===== src/hw/rtl/smth_pkg.sv =====
// shared constants, types and phase codes of the splitmix tile hasher
package smth_pkg;

    localparam int WORD_W  = 64;
    localparam int COUNT_W = 4;
    localparam int LEN_W   = 21;
    localparam int BYTES   = WORD_W / 8;

    localparam logic [WORD_W-1:0] GOLDEN_ADD = 64'h9e37_79b9_7f4a_7c15;
    localparam logic [WORD_W-1:0] MIX_MUL_A  = 64'hbf58_476d_1ce4_e5b9;
    localparam logic [WORD_W-1:0] MIX_MUL_B  = 64'h94d0_49bb_1331_11eb;

    localparam int SHIFT_A = 30;
    localparam int SHIFT_B = 27;
    localparam int SHIFT_C = 31;

    // default depth of the queue between front and back
    localparam int QUEUE_DEPTH = 4;

    // one classified word handed from the front to the back
    typedef struct packed {
        logic              empty_tile;
        logic              first;
        logic              last;
        logic [WORD_W-1:0] word;
        logic [LEN_W-1:0]  length;
    } t_op;

    // steps of one mixing round in the back
    typedef enum logic [2:0] {
        PH_IDLE,
        PH_MUL_A,
        PH_XOR_B,
        PH_MUL_B,
        PH_FINAL
    } t_phase;

endpackage


===== src/hw/rtl/smth_front.sv =====
// front: accepts words, tracks open tiles, masks the last word, builds ops
module smth_front (
    input  logic                         i_clk,
    input  logic                         i_rst_n,
    input  logic                         i_push,
    input  logic [smth_pkg::WORD_W-1:0]  i_data_word,
    input  logic [smth_pkg::COUNT_W-1:0] i_valid_bytes,
    input  logic                         i_last_word,
    input  logic [smth_pkg::LEN_W-1:0]   i_tile_length,
    input  logic                         i_q_full,
    output logic                         o_full,
    output logic                         o_q_push,
    output smth_pkg::t_op                o_q_op
);

    logic r_open;
    logic n_open;
    logic accept;
    logic is_empty_tile;
    logic full_word;
    logic [smth_pkg::WORD_W-1:0] masked_word;

    assign o_full = i_q_full;
    assign accept = i_push & ~i_q_full;

    // empty tile only when no tile is open
    assign is_empty_tile = ~r_open && (i_tile_length == '0);

    // byte masking of a partial last word
    assign full_word = ~i_last_word || (i_valid_bytes == '0)
                       || (i_valid_bytes >= smth_pkg::COUNT_W'(smth_pkg::BYTES));

    always_comb begin
        for (int b = 0; b < smth_pkg::BYTES; b++) begin
            if (full_word || (smth_pkg::COUNT_W'(b) < i_valid_bytes)) begin
                masked_word[b*8 +: 8] = i_data_word[b*8 +: 8];
            end else begin
                masked_word[b*8 +: 8] = 8'h00;
            end
        end
    end

    // op sent to the queue
    always_comb begin
        o_q_push          = accept;
        o_q_op.empty_tile = is_empty_tile;
        o_q_op.first      = ~r_open;
        o_q_op.last       = i_last_word;
        o_q_op.word       = masked_word;
        o_q_op.length     = i_tile_length;
    end

    // tile open tracking
    always_comb begin
        n_open = r_open;
        if (accept && !is_empty_tile) begin
            n_open = ~i_last_word;
        end
    end

    always_ff @(posedge i_clk) begin
        if (!i_rst_n) begin
            r_open <= 1'b0;
        end else begin
            r_open <= n_open;
        end
    end

endmodule


===== src/hw/rtl/smth_queue.sv =====
// short first-in first-out queue of ops between front and back
module smth_queue #(
    parameter int DEPTH = smth_pkg::QUEUE_DEPTH
) (
    input  logic          i_clk,
    input  logic          i_rst_n,
    input  logic          i_push,
    input  smth_pkg::t_op i_data,
    output logic          o_full,
    input  logic          i_pop,
    output smth_pkg::t_op o_data,
    output logic          o_empty
);

    localparam int PTR_W = $clog2(DEPTH);
    localparam int CNT_W = $clog2(DEPTH + 1);

    smth_pkg::t_op r_mem [DEPTH];
    logic [PTR_W-1:0] r_wr_ptr, n_wr_ptr;
    logic [PTR_W-1:0] r_rd_ptr, n_rd_ptr;
    logic [CNT_W-1:0] r_count, n_count;
    logic do_push, do_pop;

    assign o_full  = (r_count == CNT_W'(DEPTH));
    assign o_empty = (r_count == '0);
    assign o_data  = r_mem[r_rd_ptr];
    assign do_push = i_push & ~o_full;
    assign do_pop  = i_pop & ~o_empty;

    // pointer and fill count update
    always_comb begin
        n_wr_ptr = r_wr_ptr;
        n_rd_ptr = r_rd_ptr;
        n_count  = r_count;
        if (do_push) begin
            n_wr_ptr = (r_wr_ptr == PTR_W'(DEPTH - 1)) ? '0 : r_wr_ptr + 1'b1;
        end
        if (do_pop) begin
            n_rd_ptr = (r_rd_ptr == PTR_W'(DEPTH - 1)) ? '0 : r_rd_ptr + 1'b1;
        end
        if (do_push && !do_pop) begin
            n_count = r_count + 1'b1;
        end else if (do_pop && !do_push) begin
            n_count = r_count - 1'b1;
        end
    end

    always_ff @(posedge i_clk) begin
        if (!i_rst_n) begin
            r_wr_ptr <= '0;
            r_rd_ptr <= '0;
            r_count  <= '0;
        end else begin
            r_wr_ptr <= n_wr_ptr;
            r_rd_ptr <= n_rd_ptr;
            r_count  <= n_count;
        end
    end

    // storage, no reset
    always_ff @(posedge i_clk) begin
        if (do_push) begin
            r_mem[r_wr_ptr] <= i_data;
        end
    end

endmodule


===== src/hw/rtl/smth_back.sv =====
// back: runs the mixing round over several steps and holds the result word
module smth_back (
    input  logic                        i_clk,
    input  logic                        i_rst_n,
    input  smth_pkg::t_op               i_q_op,
    input  logic                        i_q_empty,
    output logic                        o_q_pop,
    input  logic                        i_pop,
    output logic                        o_empty,
    output logic [smth_pkg::WORD_W-1:0] o_tile_hash
);

    localparam int W = smth_pkg::WORD_W;
    localparam int H = W / 2;

    smth_pkg::t_phase r_phase, n_phase;
    logic [W-1:0] r_hash, n_hash;
    logic [W-1:0] r_x, n_x;
    logic [W-1:0] r_p0, n_p0;
    logic [H-1:0] r_p1, n_p1;
    logic [H-1:0] r_p2, n_p2;
    logic         r_last, n_last;
    logic         r_out_valid, n_out_valid;
    logic [W-1:0] r_out_hash, n_out_hash;

    logic         slot_free;
    logic [W-1:0] mul_k;
    logic [W-1:0] prod_lo, prod_hl, prod_lh;
    logic [W-1:0] mul_sum;
    logic [W-1:0] seed_acc;
    logic [W-1:0] pre_z;

    assign o_empty     = ~r_out_valid;
    assign o_tile_hash = r_out_hash;
    assign slot_free   = ~r_out_valid | i_pop;

    // partial products lo*lo, hi*lo and lo*hi of the 32-bit halves of r_x and a constant
    assign mul_k   = (r_phase == smth_pkg::PH_MUL_B) ? smth_pkg::MIX_MUL_B
                                                      : smth_pkg::MIX_MUL_A;
    assign prod_lo = W'(r_x[H-1:0]) * W'(mul_k[H-1:0]);
    assign prod_hl = W'(r_x[W-1:H]) * W'(mul_k[H-1:0]);
    assign prod_lh = W'(r_x[H-1:0]) * W'(mul_k[W-1:H]);

    // reassembly of the low word of the product
    assign mul_sum = r_p0 + {r_p1 + r_p2, {H{1'b0}}};

    // first step of the round on the popped op
    assign seed_acc = i_q_op.first
                      ? (smth_pkg::GOLDEN_ADD ^ {{(W - smth_pkg::LEN_W){1'b0}}, i_q_op.length})
                      : r_hash;
    assign pre_z    = (seed_acc ^ i_q_op.word) + smth_pkg::GOLDEN_ADD;

    // sequencer and datapath next values
    always_comb begin
        n_phase     = r_phase;
        n_hash      = r_hash;
        n_x         = r_x;
        n_p0        = r_p0;
        n_p1        = r_p1;
        n_p2        = r_p2;
        n_last      = r_last;
        n_out_hash  = r_out_hash;
        n_out_valid = r_out_valid & ~i_pop;
        o_q_pop     = 1'b0;
        unique case (r_phase)
            smth_pkg::PH_IDLE: begin
                if (!i_q_empty) begin
                    if (i_q_op.empty_tile) begin
                        if (slot_free) begin
                            o_q_pop     = 1'b1;
                            n_out_valid = 1'b1;
                            n_out_hash  = '0;
                        end
                    end else if (!i_q_op.last || slot_free) begin
                        o_q_pop = 1'b1;
                        n_x     = pre_z ^ (pre_z >> smth_pkg::SHIFT_A);
                        n_last  = i_q_op.last;
                        n_phase = smth_pkg::PH_MUL_A;
                    end
                end
            end
            smth_pkg::PH_MUL_A: begin
                n_p0    = prod_lo;
                n_p1    = prod_hl[H-1:0];
                n_p2    = prod_lh[H-1:0];
                n_phase = smth_pkg::PH_XOR_B;
            end
            smth_pkg::PH_XOR_B: begin
                n_x     = mul_sum ^ (mul_sum >> smth_pkg::SHIFT_B);
                n_phase = smth_pkg::PH_MUL_B;
            end
            smth_pkg::PH_MUL_B: begin
                n_p0    = prod_lo;
                n_p1    = prod_hl[H-1:0];
                n_p2    = prod_lh[H-1:0];
                n_phase = smth_pkg::PH_FINAL;
            end
            smth_pkg::PH_FINAL: begin
                n_hash  = mul_sum ^ (mul_sum >> smth_pkg::SHIFT_C);
                n_phase = smth_pkg::PH_IDLE;
                if (r_last) begin
                    n_out_valid = 1'b1;
                    n_out_hash  = mul_sum ^ (mul_sum >> smth_pkg::SHIFT_C);
                end
            end
            default: begin
                n_phase = smth_pkg::PH_IDLE;
            end
        endcase
    end

    // control state
    always_ff @(posedge i_clk) begin
        if (!i_rst_n) begin
            r_phase     <= smth_pkg::PH_IDLE;
            r_hash      <= '0;
            r_out_valid <= 1'b0;
        end else begin
            r_phase     <= n_phase;
            r_hash      <= n_hash;
            r_out_valid <= n_out_valid;
        end
    end

    // datapath registers
    always_ff @(posedge i_clk) begin
        r_x        <= n_x;
        r_p0       <= n_p0;
        r_p1       <= n_p1;
        r_p2       <= n_p2;
        r_last     <= n_last;
        r_out_hash <= n_out_hash;
    end

    // a waiting result word is never overwritten
    a_out_hold: assert property (@(posedge i_clk) disable iff (!i_rst_n)
        (r_out_valid && !i_pop) |=> (r_out_valid && $stable(r_out_hash)))
        else $error("result word overwritten while waiting");

    // the slot is free whenever a tile finishes
    a_slot_free: assert property (@(posedge i_clk) disable iff (!i_rst_n)
        (r_phase == smth_pkg::PH_FINAL && r_last) |-> slot_free)
        else $error("tile finished with result slot occupied");

    // ops are taken only between rounds
    a_pop_idle: assert property (@(posedge i_clk) disable iff (!i_rst_n)
        o_q_pop |-> (r_phase == smth_pkg::PH_IDLE && !i_q_empty))
        else $error("queue popped during a round");

    // a round always runs through all its steps
    a_round_seq: assert property (@(posedge i_clk) disable iff (!i_rst_n)
        (r_phase == smth_pkg::PH_MUL_A) |=> (r_phase == smth_pkg::PH_XOR_B) ##1
        (r_phase == smth_pkg::PH_MUL_B) ##1 (r_phase == smth_pkg::PH_FINAL))
        else $error("mixing round out of sequence");

endmodule


===== src/hw/rtl/splitmix_tile_hash_top.sv =====
// top level of the splitmix tile hasher: front, op queue and mixing back
//
// Input channel: a word is taken at a rising edge with i_push high and
// o_full low. The first word of a tile carries i_tile_length; i_last_word
// ends the tile, and i_valid_bytes masks the upper bytes of that last word.
// A tile length of zero with no tile open gives a hash of zero without a mixing round.
// Result channel: while o_empty is low, o_tile_hash holds the oldest hash;
// it is taken at a rising edge with i_pop high.
// Rounds: the back takes no new op from the queue until the mixing round of
// the current word has run through all its steps. The round's two 64-bit
// multiplies each run as 32-bit partial products over two steps chained on
// the running hash. The queue of QUEUE_DEPTH words lets the front keep
// accepting words while a round is in progress.
// Reset: synchronous, clears the running hash, the open-tile flag, the queue
// and the result slot. When the receiver stalls, the result slot holds, the
// back stops before any op that produces a hash, and o_full rises once the
// queue fills.
module splitmix_tile_hash_top #(
    parameter int QUEUE_DEPTH = smth_pkg::QUEUE_DEPTH
) (
    input  logic                         i_clk,
    input  logic                         i_rst_n,
    input  logic                         i_push,
    output logic                         o_full,
    input  logic [smth_pkg::WORD_W-1:0]  i_data_word,
    input  logic [smth_pkg::COUNT_W-1:0] i_valid_bytes,
    input  logic                         i_last_word,
    input  logic [smth_pkg::LEN_W-1:0]   i_tile_length,
    output logic                         o_empty,
    input  logic                         i_pop,
    output logic [smth_pkg::WORD_W-1:0]  o_tile_hash
);

    logic          q_push;
    logic          q_full;
    logic          q_pop;
    logic          q_empty;
    smth_pkg::t_op q_in_op;
    smth_pkg::t_op q_out_op;

    // word intake and classification
    smth_front u_front (
        .i_clk         (i_clk),
        .i_rst_n       (i_rst_n),
        .i_push        (i_push),
        .i_data_word   (i_data_word),
        .i_valid_bytes (i_valid_bytes),
        .i_last_word   (i_last_word),
        .i_tile_length (i_tile_length),
        .i_q_full      (q_full),
        .o_full        (o_full),
        .o_q_push      (q_push),
        .o_q_op        (q_in_op)
    );

    // op queue
    smth_queue #(
        .DEPTH (QUEUE_DEPTH)
    ) u_queue (
        .i_clk   (i_clk),
        .i_rst_n (i_rst_n),
        .i_push  (q_push),
        .i_data  (q_in_op),
        .o_full  (q_full),
        .i_pop   (q_pop),
        .o_data  (q_out_op),
        .o_empty (q_empty)
    );

    // mixing rounds and result slot
    smth_back u_back (
        .i_clk       (i_clk),
        .i_rst_n     (i_rst_n),
        .i_q_op      (q_out_op),
        .i_q_empty   (q_empty),
        .o_q_pop     (q_pop),
        .i_pop       (i_pop),
        .o_empty     (o_empty),
        .o_tile_hash (o_tile_hash)
    );

endmodule

===== config.mk =====
export PLATFORM = sky130hd
export DESIGN_NAME = splitmix_tile_hash_top
export DESIGN_NICKNAME = d
export VERILOG_FILES = /design/src/hw/rtl/smth_pkg.sv /design/src/hw/rtl/smth_front.sv /design/src/hw/rtl/smth_queue.sv /design/src/hw/rtl/smth_back.sv /design/src/hw/rtl/splitmix_tile_hash_top.sv
export SDC_FILE = /design/constraint.sdc
export NUM_CORES = 2
export LEC_CHECK = 0
export BUFFER_PORTS_ARGS = -buffer_cell sky130_fd_sc_hd__clkbuf_2
export CAP_MARGIN = 20
export CORE_UTILIZATION = 49
export CTS_CLUSTER_SIZE = 24
export DETAILED_ROUTE_END_ITERATION = 10
export PLACE_DENSITY = 0.71
export SETUP_SLACK_MARGIN = 0.4
export SLEW_MARGIN = 20
export SYNTH_ARGS = -nofsm -noshare
export SYNTH_HDL_FRONTEND = slang
export SYNTH_SLANG_ARGS = --single-unit

===== constraint.sdc =====
create_clock -name i_clk -period 27.3 [get_ports i_clk]
set_input_delay 1.365 -clock i_clk [delete_from_list [all_inputs] [get_ports i_clk]]
set_output_delay 1.365 -clock i_clk [all_outputs]
set_load 0.05 [all_outputs]

Yosys cells after proc, flatten, opt, wreduce, memory -nomap -nowiden:

Memory sizes are Yosys's and may differ from the RTL's. A register that Yosys moved wholly into a read port is not among the register bits.
Cells that the tools add are included.

* mux-type cells: 41
* equal/unequal tests: 13
* multipliers: 3
* order comparisons: 9
* reduce and logical (&&, ||, !) cells: 31
* bitwise logic cells: 17
* $add $sub $neg: 7

Operator list (number)
* $mux W64: 8
* $pmux W64 S2: 2
* $add A64 B64 Y64: 1
* $add A64 B64 Y64 const B: 1
* $mul A32 B32 Y32: 2
* $mul A32 B32 Y64: 1
* $mux W8: 8
* $xor A64 B33 Y64: 1
* $xor A64 B34 Y64: 1
* $xor A64 B37 Y64: 1
* $xor A64 B64 Y64: 1
* $mux W62: 1
* $not A10 Y38: 1
* $add A32 B32 Y32: 1
* $logic_not A21 Y1: 1
* $lt A3 B4 Y1 const A: 4
* $mux W3: 5
* $pmux W3 S4: 1
* $logic_or A1 B1 Y1: 11
* $mux W1: 11
* $lt A1 B4 Y1 const A: 2
* $lt A2 B4 Y1 const A: 2
* $mux W2: 4
* $reduce_and A4 Y1: 2
* 22 further kinds: 48

* flip-flop bits (word level): 333
* memories: 1
* bits in writable memories: 352
* output and inout bits: 66
* word-level logic and storage cells: 135
* bits of input ports: 94

Memories
* u_queue.r_mem: words 4, bits a word 88, read ports 1, clocked after Yosys merged registers in 1, write ports 1, RTL line smth_queue.sv:18 `smth_pkg::t_op r_mem [DEPTH];`

Longest topological paths before layout:

* depth after elaboration: 11
* gate-level depth with buffers: 35
* mapped depth without buffers: 32

Hierarchy:

Synthesis repeated with hierarchy kept, for this count alone.

* cells, all modules: 6971
* area total of the unflattened synthesis: 77370.5 um^2

By module, submodules not included
* smth_back: times used 1, area an instance 63398.3 um^2, cells an instance 6344, seq. area each 9018.6 um^2
* smth_queue: times used 1, area an instance 13160.1 um^2, cells an instance 511, seq. area each 10750.3 um^2
* smth_front: times used 1, area an instance 812.0 um^2, cells an instance 116, seq. area each 20.0 um^2

Least setup slack after synthesis:

No wires, ideal clock.

* kind: reg2reg
* start point: register u_back.r_phase[0]
* end point: register u_back.r_p0[56], data pin
* required time: 27.040 ns
* path buffers: 3
* slack: 11.977 ns
* data arrival time: 15.063 ns
* period minus slack after synthesis: 15.323 ns
* stages on the path, launching flop included: 35
* setup time: 0.260 ns
* cells stage by stage: dfxtp_1 -> clkbuf_1 -> nor2b_1 -> nand2_1 -> clkbuf_1 -> clkbuf_1 -> nand2_1 -> inv_1 -> fa_1 -> inv_1 -> fa_1 -> inv_1 -> fa_1 -> inv_1 -> fa_1 -> inv_1 -> fa_1 -> fa_1 -> fa_1 -> inv_1 -> fa_1 -> inv_1 -> ha_1 -> a21o_1 -> a21o_1 -> a21oi_1 -> o21ai_0 -> a221o_1 -> a21oi_1 -> o31ai_1 -> a221oi_1 -> o21ai_0 -> a31o_2 -> a41oi_1 -> xnor2_1

* cells in the longest elaborated chain, start to end: 3

Ends and longest elaborated chain
* from (decl): RTL line smth_back.sv:16 `smth_pkg::t_phase r_phase, n_phase;`
* from (signal assigned): RTL line smth_back.sv:115 `r_phase <= smth_pkg::PH_IDLE;`
* from (signal assigned): RTL line smth_back.sv:119 `r_phase <= n_phase;`
* $eq A3 B2 Y1: RTL line smth_back.sv:38 `assign mul_k = (r_phase == smth_pkg::PH_MUL_B) ? smth_pkg::MIX_MUL_B`
* $mux W62: RTL line smth_back.sv:38
* $mul A32 B32 Y64: RTL line smth_back.sv:40 `assign prod_lo = W'(r_x[H-1:0]) * W'(mul_k[H-1:0]);`
* named net u_back.prod_lo[56]: RTL line smth_back.sv:28 `logic [W-1:0] prod_lo, prod_hl, prod_lh;`
* to (signal assigned): RTL line smth_back.sv:128 `r_p0 <= n_p0;`
* to (decl): RTL line smth_back.sv:19 `logic [W-1:0] r_p0, n_p0;`

The timed path passes the listed nets, and every way through them passes these cells.
A chain may end at the register's enable or synchronous reset.

Final worst setup path:

Same ends and word-level chain as after synthesis.

==> impl_metrics.py <==
metrics = {
    "grt": {
        "grt_max_degree": 92,
        "grt_pass1_wl_mm": 345,
        "grt_overflow": 0,
        "grt_antenna_before_repair": 7,
        "grt_pass1_vias": 52616,
        "grt_use_total_pct": 30.3,
    },
    "yosys": {
        "synthDistinctLibCells": 94,
        "synth_area_leaders": "fa_1 (31%), edfxtp_1 (24%), ha_1 (14%), inv_1 (8.0%), xnor2_1 (4.1%)",
        "synthCells": 6833,
        "synth.top_cell.area_share_pct": 30.6,
        "synthTopCellsByCount": "inv_1 (1624), fa_1 (1170), ha_1 (838), edfxtp_1 (607), nand2_1 (377)",
        "avgSynthCellArea_um2": 11.2,
        "synth_flop_cell": "edfxtp_1",
        "synthArstFlopShare_pct": 0,
        "ys_warn_count": 0,
        "syn_area_mm2": 0.0764,
        "synth_edf_count": 607,
        "seq_area_frac_synth_pct": 25.9,
        "synth_seq_cells": 685,
        "yosys.cell_count.top_type": "inv_1",
        "yosysTopAreaCell": "fa_1",
    },
    "critical_path": {
        "cp-end-kind": "flip-flop",
        "start_kind": "flip-flop",
        "r2r_setup_slack_ps": 16590,
        "path_max_fanout": 50,
        "cp_slowest_cell": "and2_4",
        "rr_startpoint": "u_back.r_phase[0]",
        "critical_path_required_ps": 27700,
        "path_class": "flip-flop to flip-flop",
        "slowest_delay_ps": 780,
        "path_common_cell": "fa_1",
        "critPathArrivalTime_ps": 11110,
        "r2r-end": "u_back.r_p0[56]",
        "reg2reg_depth": 30,
    },
    "timing": {
        "post-route-period-util_pct": 39.2,
        "hold_viol_final": 0,
        "fin_crit_ps": 10710,
        "skew_ps": 60.9,
        "slew_headroom_pct": 16.6,
        "slew_violations": 0,
        "rsz0062_at_grt": "false",
        "tightest_slew_ps": 1230,
        "max_freq_mhz": 93.4,
        "setup_viol": 0,
        "setup-tns-final_ps": 0,
    },
    "cts": {
        "path_clk_slew_ps": 70,
        "cts-root-buf": "clkbuf_16",
        "h-tree-depth": 3,
        "cts.sinks": 685,
        "clock_path_buffers": 3,
        "hold_buffers": 0,
        "cts_setup_buffers": 0,
        "cts_tree": "yes",
        "cts_resized": 0,
        "clk_latency_ps": 670,
        "numCtsBuffers": 70,
    },
    "floorplanning": {
        "ios": 160,
        "dieArea_mm2": 0.158,
        "die_width_um": 397,
        "dieHeight_um": 397,
        "rows": 144,
        "core_mm2": 0.154,
        "initial_core_util_pct": 49.5,
    },
    "worst_hold_path": {
        "hold_path_class": "flip-flop to flip-flop",
        "min_from": "u_back.r_hash[52]",
        "holdPathStages": 2,
        "min_delay_worst_endpoint": "u_back.r_hash[52]",
    },
    "detailed_routing": {
        "dr.pass1.iters": 5,
        "wl_per_cell_um": 25.8,
        "via_per_inst": 5.49,
        "drc": 0,
        "ant_nets": 0,
        "drt-initial-drc-count": 4770,
        "drt_wl_total_mm": 235,
        "vias": 49980,
    },
    "status": {
        "run_status": "complete, no violations",
    },
    "finish": {
        "fillers": 13283,
        "nets": 9096,
        "syn_to_final_growth_pct": 7.33,
        "diodes": 0,
        "layout-drive-gt1-share_pct": 6.98,
    },
    "place": {
        "place_congestion": 0.997,
        "dp_hpwl_mm": 195,
        "numPortBuffers": 159,
    },
    "flow_run": {
        "drv_cap": 0,
    },
}
==> cell usage in the layout, fill, tap and decap left out, types with 38 or more instances in the layout <==
cell          n
inv_1      1624
fa_1       1170
ha_1        838
edfxtp_1    607
nand2_1     374
xnor2_1     362
nor2_1      302
a21oi_1     254
clkbuf_2    159
o21ai_0     130
xor2_1      125
a21o_1       89
mux4_2       87
dfxtp_1      76
clkbuf_16    70
conb_1       55
buf_4        54
nor2b_1      51
and2_1       49
nand2b_1     45
o21bai_1     39
nand3_1      38
==> worst max-delay path by stage <==
stage / endpoint / from / slack (ps)
global route: u_back.r_p0[56] / u_back.r_phase[0] / 16090
detailed placement: u_back.r_p0[56] / u_back.r_phase[0] / 16690
floorplan: u_back.r_p0[56] / u_back.r_phase[0] / 11980
CTS: u_back.r_p0[56] / u_back.r_phase[0] / 16630
global placement: u_back.r_p0[56] / u_back.r_phase[0] / 16720
finish: u_back.r_p0[56] / u_back.r_phase[0] / 16590
==> registers in the layout, indices dropped and copies added, names as in the netlist, named ones only <==
signal,count
u_back.o_tile_hash,64
u_back.r_hash,64
u_back.r_last,1
u_back.r_out_valid,1
u_back.r_p0,62
u_back.r_p1,32
u_back.r_p2,32
u_back.r_phase,3
u_back.r_x,64
u_front.r_open,1
u_queue.r_count,3
u_queue.r_mem,352
u_queue.r_rd_ptr,2
u_queue.r_wr_ptr,2
==> layout make-up <==
type                    instances  area (um2)  area share, %
inverters                    1629        6110           7.45
repair buffers                213        1200           1.46
clock inverters                49         556          0.677
multi-input cells            4395       50000           60.9
flip-flops and latches        685       19800           24.1
clock buffers                  81        1820           2.22
well taps                    2044        2560           3.12
==> critical path, delay by kind of cell (launching register included) <==
family	cells	cell delay [ps]
fa+ha+maj	9	4150
compound gates	11	2750
simple gates	3	1630
buf+inv	6	1200
flops	1	490
xor+xnor	1	100
==> stage by stage <==
step / instance area [um2] / cells / utilization [%] / hold WS (ps) / worst slack [ps]
6_report: 82000 / 9096 / 53.1 / 460 / 16590
5_1_grt: 82000 / 9096 / 53.1 / 469 / 16090
4_1_cts: 82000 / 9096 / 53.1 / 457 / 16630
3_5_place_dp: 79700 / 8966 / 51.6 / 448 / 16690
3_3_place_gp: 79700 / 8966 / 51.6 / 442 / 16720
2_1_floorplan: 76600 / 6886 / - / 437 / 11980
==> cells by family after synthesis <==
group / Yosys count / synth area share (%)
simple gates: 1016 / 6.08
compound gates: 697 / 5.76
other cells: 2 / 0.00983
mux: 122 / 3.05
xor+xnor: 497 / 5.81
flops: 685 / 25.9
fa+ha+maj: 2008 / 44.4
buf+inv: 1806 / 9.04
==> layer usage <==
metal,wire length [um],track usage (%),vias to the layer above,part of all wire [%]
met5,55,0,-,0.023
met4,9690,10.4,8,4.1
met3,19900,5.57,378,8.5
met2,107000,47.3,2160,45
met1,98500,42.7,25503,42
li1,-,-,21931,-
Power is left out: the tool's default activity adds up to more than one toggle a clock period on the data nets, which glitch-free logic cannot reach.
